`src/hdl/amre_pkg.sv`:
```
// ---------------------------------------------------------------------------
// Absolute-mouse report engine package
// Shared types, codes and helpers for the report engine and its sub-blocks.
// ---------------------------------------------------------------------------
package amre_pkg;

  localparam int unsigned AxisW    = 16;
  localparam int unsigned DvdW     = 31;  // 65535 * 32767 fits in 31 bits
  localparam int unsigned DivSteps = DvdW;
  localparam int unsigned DivCntW  = $clog2(DivSteps);
  localparam int unsigned CfgIdxW  = 1;
  localparam int unsigned CfgDataW = 16;

  localparam logic [CfgIdxW-1:0] CfgScreenWidth  = 1'd0;
  localparam logic [CfgIdxW-1:0] CfgScreenHeight = 1'd1;

  localparam logic [AxisW-1:0] ScreenWidthRst  = 16'd1920;
  localparam logic [AxisW-1:0] ScreenHeightRst = 16'd1080;

  localparam logic [2:0] BtnLeft   = 3'h1;
  localparam logic [2:0] BtnRight  = 3'h2;
  localparam logic [2:0] BtnMiddle = 3'h4;

  localparam logic signed [7:0] BtnIdLeft   = 8'sd1;
  localparam logic signed [7:0] BtnIdMiddle = 8'sd2;
  localparam logic signed [7:0] BtnIdRight  = 8'sd3;

  typedef enum logic [3:0] {
    ModeAbsMove  = 4'd0,
    ModeRelMove  = 4'd1,
    ModeBtnDown  = 4'd2,
    ModeBtnUp    = 4'd3,
    ModeWheel    = 4'd4,
    ModeEnter    = 4'd5,
    ModeLeave    = 4'd6,
    ModeJiggle   = 4'd7,
    ModeDisconn  = 4'd8
  } mode_e;

  typedef enum logic [2:0] {
    StIdle,
    StStart,
    StDiv,
    StDecide,
    StFlush
  } state_e;

  typedef struct packed {
    logic [3:0]        mode;
    logic [15:0]       pos_x;
    logic [15:0]       pos_y;
    logic signed [15:0] delta_x;
    logic signed [15:0] delta_y;
    logic signed [7:0]  button_id;
  } in_word_t;

  typedef struct packed {
    logic [2:0]        button_bits;
    logic [15:0]       report_x;
    logic [15:0]       report_y;
    logic signed [7:0] wheel;
    logic              last_of_run;
  } out_word_t;

  // Commands from the controller to the datapath.
  typedef struct packed {
    logic accept;     // latch the input word and update the pointer state
    logic div_start;  // load both axis dividers
    logic div_step;   // one quotient bit per axis
    logic capture;    // store a report if it differs or is forced
    logic force_emit; // the current word always emits
    logic restore;    // put the jiggled x back to its original value
    logic push;       // move the next stored report into the output register
  } cmd_t;

  // Status from the datapath to the controller.
  typedef struct packed {
    logic changed;    // scaled report differs from the last one sent
    logic rep_any;    // at least one report is stored
    logic rep_last;   // the next report to push is the final one
    logic out_free;   // output register can take a report this cycle
  } stat_t;

  function automatic logic [2:0] button_mask(input logic signed [7:0] id);
    logic [2:0] m;
    m = 3'h0;
    if (id == BtnIdLeft) begin
      m = BtnLeft;
    end else if (id == BtnIdMiddle) begin
      m = BtnMiddle;
    end else if (id == BtnIdRight) begin
      m = BtnRight;
    end
    return m;
  endfunction

endpackage

```
`src/hdl/abs_mouse_report_engine_unit.sv`:
```
// ---------------------------------------------------------------------------
// Absolute-mouse report engine
// Turns pointer events into absolute-mouse reports with scaled coordinates.
// ---------------------------------------------------------------------------
// Pointer events arrive as words on the input channel (in_valid_i, in_stall_o,
// in_word_i); reports leave as words on the output channel (out_valid_o,
// out_stall_i, out_word_o). A word moves at a clock edge where valid is high
// and stall is low.
// An input word is taken only while the engine is idle. Each report needs
// both axes scaled by pos*32767/(size-1), done by two restoring dividers
// that produce one quotient bit per cycle. A word that may emit a report
// runs one pass of load, division and decision; a jiggle runs two passes,
// and disconnect and unrecognised modes run no pass at all.
// The last report of a word carries last_of_run. Reports sit in a single
// output register; when the receiver stalls, the engine holds its reports and
// stops taking input until all of them have moved into the output register,
// and a report waiting in the output register does not stop the next word being taken.
// Screen size registers are written through cfg_we_i, cfg_index_i and
// cfg_data_i, by the user only while the engine is idle; the block does not
// enforce this. Reset clears the pointer state and last report, and sets 1920x1080.
// ---------------------------------------------------------------------------
module abs_mouse_report_engine_unit (
  input  logic                          clk_i,
  input  logic                          rst_ni,
  input  logic                          cfg_we_i,
  input  logic [amre_pkg::CfgIdxW-1:0]  cfg_index_i,
  input  logic [amre_pkg::CfgDataW-1:0] cfg_data_i,
  input  logic                          in_valid_i,
  output logic                          in_stall_o,
  input  amre_pkg::in_word_t            in_word_i,
  output logic                          out_valid_o,
  input  logic                          out_stall_i,
  output amre_pkg::out_word_t           out_word_o
);

  // Command and status between the sequencer and the datapath.
  amre_pkg::cmd_t  cmd;
  amre_pkg::stat_t stat;

  // The controller decides from the mode alone which words run a division
  // pass, which always emit and which run twice.
  amre_ctrl u_ctrl (
    .clk_i      (clk_i),
    .rst_ni     (rst_ni),
    .in_valid_i (in_valid_i),
    .mode_i     (in_word_i.mode),
    .in_stall_o (in_stall_o),
    .cmd_o      (cmd),
    .stat_i     (stat)
  );

  // The datapath keeps the pointer state, scales the axes and holds up to
  // two reports before releasing them to the output register.
  amre_datapath u_datapath (
    .clk_i       (clk_i),
    .rst_ni      (rst_ni),
    .cfg_we_i    (cfg_we_i),
    .cfg_index_i (cfg_index_i),
    .cfg_data_i  (cfg_data_i),
    .in_word_i   (in_word_i),
    .out_stall_i (out_stall_i),
    .out_valid_o (out_valid_o),
    .out_word_o  (out_word_o),
    .cmd_i       (cmd),
    .stat_o      (stat)
  );

endmodule

```
`src/hdl/amre_divider.sv`:
```
// ---------------------------------------------------------------------------
// Axis scaling divider
// Restoring divider, one quotient bit per step; keeps the low 16 bits.
// ---------------------------------------------------------------------------
module amre_divider (
  input  logic                         clk_i,
  input  logic                         start_i,
  input  logic                         step_i,
  input  logic [amre_pkg::DvdW-1:0]    dividend_i,
  input  logic [amre_pkg::AxisW-1:0]   divisor_i,
  output logic [amre_pkg::AxisW-1:0]   quotient_o
);

  logic [amre_pkg::DvdW-1:0]  dvd_q;
  logic [amre_pkg::AxisW-1:0] rem_q;
  logic [amre_pkg::AxisW-1:0] quo_q;
  logic [amre_pkg::AxisW-1:0] dvs_q;
  logic                       zero_q;

  logic [amre_pkg::AxisW:0]   rem_sh;
  logic [amre_pkg::AxisW:0]   rem_sub;
  logic                       fits;

  always_comb begin
    rem_sh  = {rem_q, dvd_q[amre_pkg::DvdW-1]};
    fits    = rem_sh >= {1'b0, dvs_q};
    rem_sub = rem_sh - {1'b0, dvs_q};
  end

  always_ff @(posedge clk_i) begin
    if (start_i) begin
      dvd_q  <= dividend_i;
      rem_q  <= '0;
      quo_q  <= '0;
      dvs_q  <= divisor_i;
      zero_q <= (divisor_i == '0);
    end else if (step_i) begin
      dvd_q <= {dvd_q[amre_pkg::DvdW-2:0], 1'b0};
      rem_q <= fits ? rem_sub[amre_pkg::AxisW-1:0] : rem_sh[amre_pkg::AxisW-1:0];
      quo_q <= {quo_q[amre_pkg::AxisW-2:0], fits};
    end
  end

  // A screen of one pixel (or a span of zero) scales everything to zero.
  assign quotient_o = zero_q ? '0 : quo_q;

endmodule

```
`src/hdl/amre_datapath.sv`:
```
// ---------------------------------------------------------------------------
// Report engine datapath
// Pointer state, screen size registers, axis dividers and report buffering.
// ---------------------------------------------------------------------------
module amre_datapath (
  input  logic                           clk_i,
  input  logic                           rst_ni,
  input  logic                           cfg_we_i,
  input  logic [amre_pkg::CfgIdxW-1:0]   cfg_index_i,
  input  logic [amre_pkg::CfgDataW-1:0]  cfg_data_i,
  input  amre_pkg::in_word_t             in_word_i,
  input  logic                           out_stall_i,
  output logic                           out_valid_o,
  output amre_pkg::out_word_t            out_word_o,
  input  amre_pkg::cmd_t                 cmd_i,
  output amre_pkg::stat_t                stat_o
);

  logic [15:0]       width_q, height_q;
  logic [15:0]       target_x_q, target_y_q, orig_x_q;
  logic [2:0]        buttons_q, sent_btn_q;
  logic signed [7:0] wheel_q;
  logic [15:0]       sent_x_q, sent_y_q;

  amre_pkg::out_word_t rep_q [2];
  logic [1:0]          rep_cnt_q;
  logic                rd_idx_q;
  amre_pkg::out_word_t out_q;
  logic                out_vld_q;

  logic [15:0]       span_x, span_y;
  logic [15:0]       hx, hy;
  logic [15:0]       rel_x, rel_y, jig_x;
  logic signed [7:0] wheel_sat;
  logic              emit_now;
  amre_pkg::out_word_t rep_new;

  // Relative move with the result clamped to 0 .. size-1.
  function automatic logic [15:0] clamp_step(input logic [15:0] pos,
                                             input logic signed [15:0] d,
                                             input logic [15:0] max);
    logic signed [17:0] sum;
    logic [15:0]        r;
    sum = $signed({2'b00, pos}) + $signed({{2{d[15]}}, d});
    if (sum[17]) begin
      r = '0;
    end else if (sum[16:0] > {1'b0, max}) begin
      r = max;
    end else begin
      r = sum[15:0];
    end
    return r;
  endfunction

  always_comb begin
    span_x = width_q - 16'd1;
    span_y = height_q - 16'd1;
    rel_x  = clamp_step(target_x_q, in_word_i.delta_x, span_x);
    rel_y  = clamp_step(target_y_q, in_word_i.delta_y, span_y);
    if (({1'b0, target_x_q} + 17'd1) < {1'b0, width_q}) begin
      jig_x = target_x_q + 16'd1;
    end else begin
      jig_x = target_x_q - 16'd1;
    end
    if (in_word_i.delta_y > 16'sd127) begin
      wheel_sat = 8'sd127;
    end else if (in_word_i.delta_y < -16'sd128) begin
      wheel_sat = -8'sd128;
    end else begin
      wheel_sat = in_word_i.delta_y[7:0];
    end
  end

  amre_divider u_div_x (
    .clk_i      (clk_i),
    .start_i    (cmd_i.div_start),
    .step_i     (cmd_i.div_step),
    .dividend_i ({target_x_q, 15'd0} - {15'd0, target_x_q}),
    .divisor_i  (span_x),
    .quotient_o (hx)
  );

  amre_divider u_div_y (
    .clk_i      (clk_i),
    .start_i    (cmd_i.div_start),
    .step_i     (cmd_i.div_step),
    .dividend_i ({target_y_q, 15'd0} - {15'd0, target_y_q}),
    .divisor_i  (span_y),
    .quotient_o (hy)
  );

  always_comb begin
    stat_o.changed  = (hx != sent_x_q) || (hy != sent_y_q) ||
                      (buttons_q != sent_btn_q) || (wheel_q != 8'sd0);
    stat_o.rep_any  = (rep_cnt_q != 2'd0);
    stat_o.rep_last = (({1'b0, rd_idx_q} + 2'd1) == rep_cnt_q);
    stat_o.out_free = !out_vld_q || !out_stall_i;
    emit_now        = cmd_i.capture && (stat_o.changed || cmd_i.force_emit);
    rep_new.button_bits = buttons_q;
    rep_new.report_x    = hx;
    rep_new.report_y    = hy;
    rep_new.wheel       = wheel_q;
    rep_new.last_of_run = 1'b0;
  end

  // Screen size registers.
  always_ff @(posedge clk_i or negedge rst_ni) begin
    if (!rst_ni) begin
      width_q  <= amre_pkg::ScreenWidthRst;
      height_q <= amre_pkg::ScreenHeightRst;
    end else if (cfg_we_i) begin
      unique case (cfg_index_i)
        amre_pkg::CfgScreenWidth:  width_q  <= cfg_data_i;
        amre_pkg::CfgScreenHeight: height_q <= cfg_data_i;
        default: ;
      endcase
    end
  end

  // Pointer state and the last report sent.
  always_ff @(posedge clk_i or negedge rst_ni) begin
    if (!rst_ni) begin
      target_x_q <= '0;
      target_y_q <= '0;
      orig_x_q   <= '0;
      buttons_q  <= '0;
      wheel_q    <= '0;
      sent_x_q   <= '0;
      sent_y_q   <= '0;
      sent_btn_q <= '0;
    end else begin
      if (cmd_i.accept) begin
        orig_x_q <= target_x_q;
        unique case (amre_pkg::mode_e'(in_word_i.mode))
          amre_pkg::ModeAbsMove, amre_pkg::ModeEnter: begin
            target_x_q <= in_word_i.pos_x;
            target_y_q <= in_word_i.pos_y;
          end
          amre_pkg::ModeRelMove: begin
            target_x_q <= rel_x;
            target_y_q <= rel_y;
          end
          amre_pkg::ModeBtnDown: begin
            buttons_q <= buttons_q | amre_pkg::button_mask(in_word_i.button_id);
          end
          amre_pkg::ModeBtnUp: begin
            buttons_q <= buttons_q & ~amre_pkg::button_mask(in_word_i.button_id);
          end
          amre_pkg::ModeWheel: begin
            wheel_q <= wheel_sat;
          end
          amre_pkg::ModeLeave, amre_pkg::ModeDisconn: begin
            buttons_q <= '0;
            wheel_q   <= '0;
          end
          amre_pkg::ModeJiggle: begin
            target_x_q <= jig_x;
          end
          default: ;
        endcase
      end
      if (cmd_i.restore) begin
        target_x_q <= orig_x_q;
      end
      if (emit_now) begin
        sent_x_q   <= hx;
        sent_y_q   <= hy;
        sent_btn_q <= buttons_q;
        wheel_q    <= '0;
      end
    end
  end

  // Report store: up to two reports per word, released in order.
  always_ff @(posedge clk_i or negedge rst_ni) begin
    if (!rst_ni) begin
      rep_cnt_q <= '0;
      rd_idx_q  <= 1'b0;
    end else if (cmd_i.accept) begin
      rep_cnt_q <= '0;
      rd_idx_q  <= 1'b0;
    end else begin
      if (emit_now) begin
        rep_cnt_q <= rep_cnt_q + 2'd1;
      end
      if (cmd_i.push) begin
        rd_idx_q <= !rd_idx_q;
      end
    end
  end

  always_ff @(posedge clk_i) begin
    if (emit_now) begin
      rep_q[rep_cnt_q[0]] <= rep_new;
    end
  end

  // Output register.
  always_ff @(posedge clk_i or negedge rst_ni) begin
    if (!rst_ni) begin
      out_vld_q <= 1'b0;
    end else if (cmd_i.push) begin
      out_vld_q <= 1'b1;
    end else if (!out_stall_i) begin
      out_vld_q <= 1'b0;
    end
  end

  always_ff @(posedge clk_i) begin
    if (cmd_i.push) begin
      out_q.button_bits <= rep_q[rd_idx_q].button_bits;
      out_q.report_x    <= rep_q[rd_idx_q].report_x;
      out_q.report_y    <= rep_q[rd_idx_q].report_y;
      out_q.wheel       <= rep_q[rd_idx_q].wheel;
      out_q.last_of_run <= stat_o.rep_last;
    end
  end

  assign out_valid_o = out_vld_q;
  assign out_word_o  = out_q;

`ifndef SYNTHESIS
  a_push_shows: assert property (@(posedge clk_i) disable iff (!rst_ni)
    cmd_i.push |=> out_vld_q)
    else $error("pushed report did not reach the output register");

  a_cnt_range: assert property (@(posedge clk_i) disable iff (!rst_ni)
    rep_cnt_q != 2'd3)
    else $error("report store count out of range");

  a_store_room: assert property (@(posedge clk_i) disable iff (!rst_ni)
    emit_now |-> rep_cnt_q != 2'd2)
    else $error("report captured into a full store");

  a_push_has_data: assert property (@(posedge clk_i) disable iff (!rst_ni)
    cmd_i.push |-> stat_o.rep_any)
    else $error("push with no stored report");
`endif

endmodule

```
`src/hdl/amre_ctrl.sv`:
```
// ---------------------------------------------------------------------------
// Report engine controller
// Sequences state update, axis division, report decision and release.
// ---------------------------------------------------------------------------
module amre_ctrl (
  input  logic            clk_i,
  input  logic            rst_ni,
  input  logic            in_valid_i,
  input  logic [3:0]      mode_i,
  output logic            in_stall_o,
  output amre_pkg::cmd_t  cmd_o,
  input  amre_pkg::stat_t stat_i
);

  amre_pkg::state_e             state_q, state_d;
  logic [amre_pkg::DivCntW-1:0] cnt_q, cnt_d;
  logic                         force_q, force_d;
  logic                         jig_q, jig_d;
  logic                         pass_q, pass_d;

  always_ff @(posedge clk_i or negedge rst_ni) begin
    if (!rst_ni) begin
      state_q <= amre_pkg::StIdle;
      cnt_q   <= '0;
      force_q <= 1'b0;
      jig_q   <= 1'b0;
      pass_q  <= 1'b0;
    end else begin
      state_q <= state_d;
      cnt_q   <= cnt_d;
      force_q <= force_d;
      jig_q   <= jig_d;
      pass_q  <= pass_d;
    end
  end

  always_comb begin
    state_d          = state_q;
    cnt_d            = cnt_q;
    force_d          = force_q;
    jig_d            = jig_q;
    pass_d           = pass_q;
    cmd_o            = '0;
    cmd_o.force_emit = force_q;
    in_stall_o       = 1'b1;

    unique case (state_q)
      amre_pkg::StIdle: begin
        in_stall_o = 1'b0;
        if (in_valid_i) begin
          cmd_o.accept = 1'b1;
          pass_d       = 1'b0;
          force_d      = 1'b0;
          jig_d        = 1'b0;
          unique case (amre_pkg::mode_e'(mode_i))
            amre_pkg::ModeAbsMove, amre_pkg::ModeEnter,
            amre_pkg::ModeRelMove, amre_pkg::ModeLeave: begin
              state_d = amre_pkg::StStart;
            end
            amre_pkg::ModeBtnDown, amre_pkg::ModeBtnUp, amre_pkg::ModeWheel: begin
              force_d = 1'b1;
              state_d = amre_pkg::StStart;
            end
            amre_pkg::ModeJiggle: begin
              jig_d   = 1'b1;
              state_d = amre_pkg::StStart;
            end
            default: ;
          endcase
        end
      end
      amre_pkg::StStart: begin
        cmd_o.div_start = 1'b1;
        cnt_d           = '0;
        state_d         = amre_pkg::StDiv;
      end
      amre_pkg::StDiv: begin
        cmd_o.div_step = 1'b1;
        cnt_d          = cnt_q + 1'b1;
        if (cnt_q == amre_pkg::DivCntW'(amre_pkg::DivSteps - 1)) begin
          state_d = amre_pkg::StDecide;
        end
      end
      amre_pkg::StDecide: begin
        cmd_o.capture = 1'b1;
        if (jig_q && !pass_q) begin
          cmd_o.restore = 1'b1;
          pass_d        = 1'b1;
          state_d       = amre_pkg::StStart;
        end else if (stat_i.changed || force_q || stat_i.rep_any) begin
          state_d = amre_pkg::StFlush;
        end else begin
          state_d = amre_pkg::StIdle;
        end
      end
      amre_pkg::StFlush: begin
        if (stat_i.out_free) begin
          cmd_o.push = 1'b1;
          if (stat_i.rep_last) begin
            state_d = amre_pkg::StIdle;
          end
        end
      end
      default: begin
        state_d = amre_pkg::StIdle;
      end
    endcase
  end

`ifndef SYNTHESIS
  a_decide_after_div: assert property (@(posedge clk_i) disable iff (!rst_ni)
    state_q == amre_pkg::StDecide |-> $past(state_q) == amre_pkg::StDiv)
    else $error("decision reached without a finished division");

  a_flush_ends: assert property (@(posedge clk_i) disable iff (!rst_ni)
    (state_q == amre_pkg::StFlush && stat_i.out_free && stat_i.rep_last)
      |=> state_q == amre_pkg::StIdle)
    else $error("flush did not end after the final report");

  a_second_pass_jiggle: assert property (@(posedge clk_i) disable iff (!rst_ni)
    cmd_o.restore |-> jig_q)
    else $error("x restored outside a jiggle");
`endif

endmodule

```
`config.mk`:
```
export PLATFORM = sky130hd
export DESIGN_NAME = abs_mouse_report_engine_unit
export DESIGN_NICKNAME = d
export VERILOG_FILES = /design/src/hdl/amre_pkg.sv /design/src/hdl/abs_mouse_report_engine_unit.sv /design/src/hdl/amre_divider.sv /design/src/hdl/amre_datapath.sv /design/src/hdl/amre_ctrl.sv
export SDC_FILE = /design/constraint.sdc
export NUM_CORES = 1
export LEC_CHECK = 0
export CAP_MARGIN = 20
export CORE_AREA = 3 3 216 260
export DETAILED_ROUTE_END_ITERATION = 16
export DIE_AREA = 0 0 219 263
export DONT_BUFFER_PORTS = 1
export PLACE_DENSITY = 0.64
export SLEW_MARGIN = 10
export SYNTH_ARGS = -nofsm -noshare
export SYNTH_HDL_FRONTEND = slang
export SYNTH_SLANG_ARGS = --single-unit
export TNS_END_PERCENT = 30
```
`constraint.sdc`:
```
create_clock -name clk_i -period 5.01 [get_ports clk_i]
set_input_delay 0.501 -clock clk_i [delete_from_list [all_inputs] [get_ports clk_i]]
set_output_delay 0.501 -clock clk_i [all_outputs]
set_load 0.005 [all_outputs]
```
* Yosys cells after proc, flatten, opt, wreduce, memory -nomap -nowiden
Memory sizes are Yosys's and may differ from the RTL's. A register that Yosys moved wholly into a read port is not among the register bits. Cells that the tools add are included.
Word-level totals: register bits after elaboration 302, bits in writable memories 86, bits of input ports 98, word-level logic and storage cells 185, memories 1
Operators by class: add/subtract/negate cells 14, magnitude comparators 7, equal/unequal tests 27, mux-type cells 62, bitwise gates (word level) 4, reduce and logical (&&, ||, !) cells 41
Memory list:
- u_datapath.rep_q | words 2, width 43, read ports 1, clocked after memory_dff 1, write ports 1, RTL line amre_datapath.sv:25 | amre_pkg::out_word_t rep_q [2];
Operators by type and width (count):
- $mux W16 | 11
- $mux W31 | 4
- $sub A31 B16 Y31 | 2
- $pmux W16 S3 | 1
- $sub A16 B1 Y16 const B | 3
- $mux W3 | 13
- $add A17 B16 Y18 | 2
- $ge A17 B16 Y1 | 2
- $gt A17 B16 Y1 | 2
- $logic_not A16 Y1 | 2
- $mux W8 | 4
- $ne A16 B16 Y1 | 2
- $pmux W16 S2 | 1
- $sub A16 B16 Y16 | 2
- $mux W1 | 20
- $add A16 B1 Y17 const B | 1
- $lt A17 B16 Y1 | 1
- $add A16 B1 Y16 const B | 1
- $eq A4 B3 Y1 const B | 4
- $eq A8 B3 Y1 const B | 2
- $gt A16 B8 Y1 const B | 1
- $lt A16 B8 Y1 const B | 1
- $pmux W8 S2 | 1
- $reduce_bool A2 Y1 | 8
- other kinds (38) | 64

* Depth between registers and ports, before layout
depth after elaboration 10, depth in mapped cells 23, depth with buffers taken out 23

* Hierarchy
Synthesis repeated with hierarchy kept, for this count alone.
Unflattened totals: cells, all modules 2339, area, all modules 25278.0 µm²
By module, submodules not included:
- amre_datapath | instances 1, cells an instance 1484, area each 15964.1 µm²
- amre_divider | instances 2, cells an instance 396, area each 4352.9 µm²
- amre_ctrl | instances 1, cells an instance 63, area each 608.1 µm²

* Worst setup path before layout
No wires, ideal clock.
kind reg2reg, from register u_datapath.target_x_q[6], to register u_datapath.target_x_q[15], data arrival time 4.857 ns, data required time 4.879 ns, slack 0.022 ns, cell stages (with the launch flop) 24, clock period less this slack 4.988 ns, cells stage by stage dfrtp_1 > clkbuf_1 > and2_1 > nand3_1 > or2_1 > clkbuf_1 > nor2_1 > xor2_1 > ha_1 > and3_1 > o2111ai_1 > a21oi_1 > o22ai_1 > o31ai_1 > ha_1 > and3_1 > a221oi_1 > a21oi_1 > a21boi_1 > o31a_1 > o21ai_1 > xor2_1 > a221oi_1 > a21oi_2
Between the ends: cells in the longest elaborated chain, start to end 7, elaborated cells between the ends (all ways) 12
Ends and longest elaborated chain:
- from (decl) | RTL line amre_datapath.sv:20 | logic [15:0] target_x_q, target_y_q, orig_x_q;
- from (signal assigned) | RTL line amre_datapath.sv:136 | target_x_q <= in_word_i.pos_x;
- from (signal assigned) | RTL line amre_datapath.sv:140 | target_x_q <= rel_x;
- from (signal assigned) | RTL line amre_datapath.sv:157 | target_x_q <= jig_x;
- $add A17 B16 Y18 | RTL line amre_datapath.sv:44 | sum = $signed({2'b00, pos}) + $signed({{2{d[15]}}, d});
- $gt A17 B16 Y1 | RTL line amre_datapath.sv:47 | end else if (sum[16:0] > {1'b0, max}) begin
- $mux W16 | RTL line amre_datapath.sv:47
- $mux W16 | RTL line amre_datapath.sv:45 | if (sum[17]) begin
- $pmux W16 S3 (*) | RTL line amre_datapath.sv:134 | unique case (amre_pkg::mode_e'(in_word_i.mode))
- $mux W16 (*) | RTL line amre_datapath.sv:132 | if (cmd_i.accept) begin
- $mux W16 (*) | RTL line amre_datapath.sv:162 | if (cmd_i.restore) begin
Mark *: on every way between the ends. The rest lies on a longest branch, timed or not. The select of a mux whose other input is x is not followed. A chain may end at the register's enable or synchronous reset.

* Worst setup path after layout
from register u_datapath.target_x_q[4], to register u_datapath.target_x_q[11]
The elaborated chain is that of the path after synthesis.

==> run metrics <==
status completed; # IOs 144; Hold Violations, Final 0; Hold Path End u_datapath.width_q[10]; fin crit period 4800 ps; Area contributors post-synth edfxtp_1 (28%), dfrtp_1 (14%), ha_1 (7.3%); Fillers 4,888; placed inst area 25,200 um2; CP Data Required Time 5450 ps; Max Cap Viol 0; main combinational cell family by area after synthesis simple AND/OR/NAND/NOR gates; post-synthesis register bit count 431; Worst Path Arrival 5240 ps; FF-to-FF Start u_datapath.target_x_q[4]; Power Density 661 nW/um2; Avg Cell Area, Syn 10.3 um2; share of layout cells above drive strength 1 0.112; Max FO, Critical Path 13; H-tree Lvls 2; final wirelength 64.0 mm; Initial Util 0.449; DR pass1 iterations 5; Leak 11.2 nW; PnR Total Power 0.0178 W; die height 263 um; worst r2r path cells 20; post-synthesis adder-cell area fraction 0.0772; cell count after synthesis 2,355; area of the die 57,600 um2; core area 53,800 um2; nature of the critical path endpoint flip-flop; asr flop ratio synth 0.327; Primary FF master, synth edfxtp_1; Die Wd 219 um; RD Place Congestion 0.940; post-synth top area cell edfxtp_1; num rows 93; CTS Buffer Depth 3; clk_skew 20.0 ps; clk_lat worst skew 590 ps; vias in the first global route 17,800; final core utilization 0.502; Slew Viols, Final 0; HP Class in2reg; Least-Margin Pin Slew 947 ps; Yosys warning total 0; IO Port Bufs 0; Seq/Total Area, Yosys 0.480; CTS root buffer clkbuf_16; Final setup viols 0; area growth from synthesis to layout 11.6%; initial antenna violation count 1; NumNets Final 2,617; routed vias 17,900; area share of the leading cell type in the synthesized netlist 0.281; gr ovfl total 0; first-pass GRT wire length 99.6 mm; CTS Sinks 431; Syn Nets 2,599; Post-route DRC 0; Synth Area in Compound Gates 0.133; area of the mapped netlist 24,200 um2; vias per cell 5.72; Reg-to-Reg End u_datapath.target_x_q[11]; Synth cell types 81; post-synthesis mux area share 0.0659; final instance area 27,000 um2; fraction of the mapped netlist area in simple logic gates 0.141; Clk pin slew, worst setup/hold paths 60 ps; maximum vdd drop 393 uV; Setup TNS 0 ps; Fmax 208 MHz; Hold Startpoint cfg_data_i[10]; TritonCTS Buffers 47; period utilization 0.959; routed len/inst 20.5 um; EDFF count, synth 226; WS Path Type reg2reg; total track usage 0.218; Routed Antenna Nets 0; CTS tree done; pin count of the biggest net entering global routing 142; Max transition margin 0.366; Post-Synth XOR/XNOR Area 0.0671; detailed placer's ending HPWL 46.9 mm; worst hold stages 2; R2R Setup Slk 210 ps; CP Launch Type flip-flop; Iteration-0 DRC Markers 1,153
layout make-up:
| cell class | instances | area [um2] | area share |
|---|---|---|---|
| antenna | 1 | 2.50 | 0.0000928 |
| clock buffer | 65 | 1350 | 0.0501 |
| clock inverter | 23 | 294 | 0.0109 |
| inverter | 119 | 447 | 0.0166 |
| multi-input combinational | 1703 | 11800 | 0.438 |
| sequential | 431 | 11600 | 0.430 |
| tap | 712 | 891 | 0.0330 |
| timing repair buffer | 71 | 563 | 0.0209 |
cell usage after synthesis (7+ instances only):
cell,instances
ha_1,141
dfstp_2,8
o221ai_1,15
xnor2_1,119
dfrtp_1,133
or4_1,7
mux2i_1,41
nand2b_1,12
nand4_1,29
or3_1,26
inv_1,119
o21a_1,16
nand2_1,299
o21ai_0,147
buf_2,12
mux2_1,22
nand3_1,37
a31oi_1,17
nor2b_1,50
a21boi_1,8
nor4bb_1,8
a22o_1,35
a211oi_1,10
clkbuf_1,74
a221oi_1,9
nor2_1,136
o32ai_1,8
nor4_1,24
o21bai_1,7
a21oi_1,96
xor2_1,66
dfxtp_1,64
nor3_1,61
and2_1,7
buf_1,10
o21ai_1,36
mux2_2,79
edfxtp_1,226
a21o_1,35
and3_1,10
kinds of logic (layout without fill, tap and decap cells):
family	count (synthesis)	after routing
buffers and inverters	221	278
xor gates and xnor gates	185	185
AOI/OAI and AO/OA	500	500
DFF	431	431
other	0	1
adders and majority gates	146	146
muxes	145	145
and+or+nand+nor	727	727
worst max-delay path, cell delays in order, from the launching register on:
cell and delay (ps):
dfrtp_1 380, buf_4 210, ha_1 410, o21ai_0 140, nor2_2 230, a41oi_2 210, a311oi_2 380, o21ai_1 130
a21oi_1 170, a31oi_1 80, ha_1 310, nand2_1 100, nor4_4 320, a211oi_1 120, a31oi_1 220, nor2b_1 90
mux2i_2 170, buf_4 210, mux2_2 350, a222oi_1 330, o21ai_1 90
report_power, final:
part / internal (W) / switching [W] / total [W] / leakage (nW)
Combinational: 0.00347 / 0.00506 / 0.00853 / 5.93
Sequential: 0.00494 / 0.000714 / 0.00566 / 4.48
Clock: 0.00216 / 0.00147 / 0.00364 / 0.795
Total: 0.0106 / 0.00725 / 0.0178 / 11.2
per-stage QoR:
step / hold slack [ps] / setup slack (ps) / cells
3_3_place_gp: 219 / 174 / 3030
2_1_floorplan: 205 / 21.7 / 2355
3_5_place_dp: 217 / 79.0 / 3030
6_report: 33.2 / 205 / 3125
4_1_cts: 2.28 / 41.5 / 3123
5_1_grt: 31.1 / -0.196 / 3125
placed cells by master (no fill, tap or decap), drive strengths merged, types with 37 or more instances in the layout:
master / instances
nand3: 37
dfrtp: 133
nand2: 299
mux2i: 42
nor3: 62
a21oi: 97
o21ai: 184
buf: 67
xnor2: 119
edfxtp: 226
nor2b: 50
inv: 120
ha: 141
mux2: 103
xor2: 66
clkbuf: 65
dfxtp: 64
nor2: 137
sequential cells by signal, indices dropped and copies added, names as in the netlist, 31 cells and up:
register,count
u_datapath.u_div_y.dvd_q,31
u_datapath.u_div_x.dvd_q,31
u_datapath.out_word_o,44
u_datapath.rep_q,86
layer usage:
| metal | wire length (um) | part of all wire | GRT usage | up-vias |
|---|---|---|---|---|
| li1 | - | - | - | 8515 |
| met1 | 25600 | 0.40 | 0.266 | 8653 |
| met2 | 31500 | 0.49 | 0.375 | 543 |
| met3 | 3850 | 0.060 | 0.0371 | 157 |
| met4 | 3030 | 0.047 | 0.102 | 0 |
| met5 | 0 | 0 | 0 | - |
what timing repair did:
item,CTS,global route
hold endpoints to repair,145,0
setup endpoints to repair,0,12
gates resized for setup,0,11
hold buffers,5,0
buffers inserted,0,1
how the worst max path moves through the flow:
stage | endpoint | start | slack (ps) | cells after the start
2_1_floorplan | u_datapath.target_x_q[15] | u_datapath.target_x_q[6] | 20 | 23
3_3_place_gp | u_datapath.target_x_q[15] | u_datapath.target_x_q[3] | 170 | 20
3_5_place_dp | u_datapath.target_x_q[15] | u_datapath.target_x_q[3] | 80 | 22
4_1_cts | u_datapath.target_x_q[15] | u_datapath.target_x_q[3] | 40 | 22
5_1_grt | u_datapath.target_x_q[11] | u_datapath.target_x_q[4] | -0.2 | 20
6_report | u_datapath.target_x_q[11] | u_datapath.target_x_q[4] | 210 | 20
Note: power is estimated with default switching activity, not from simulation.
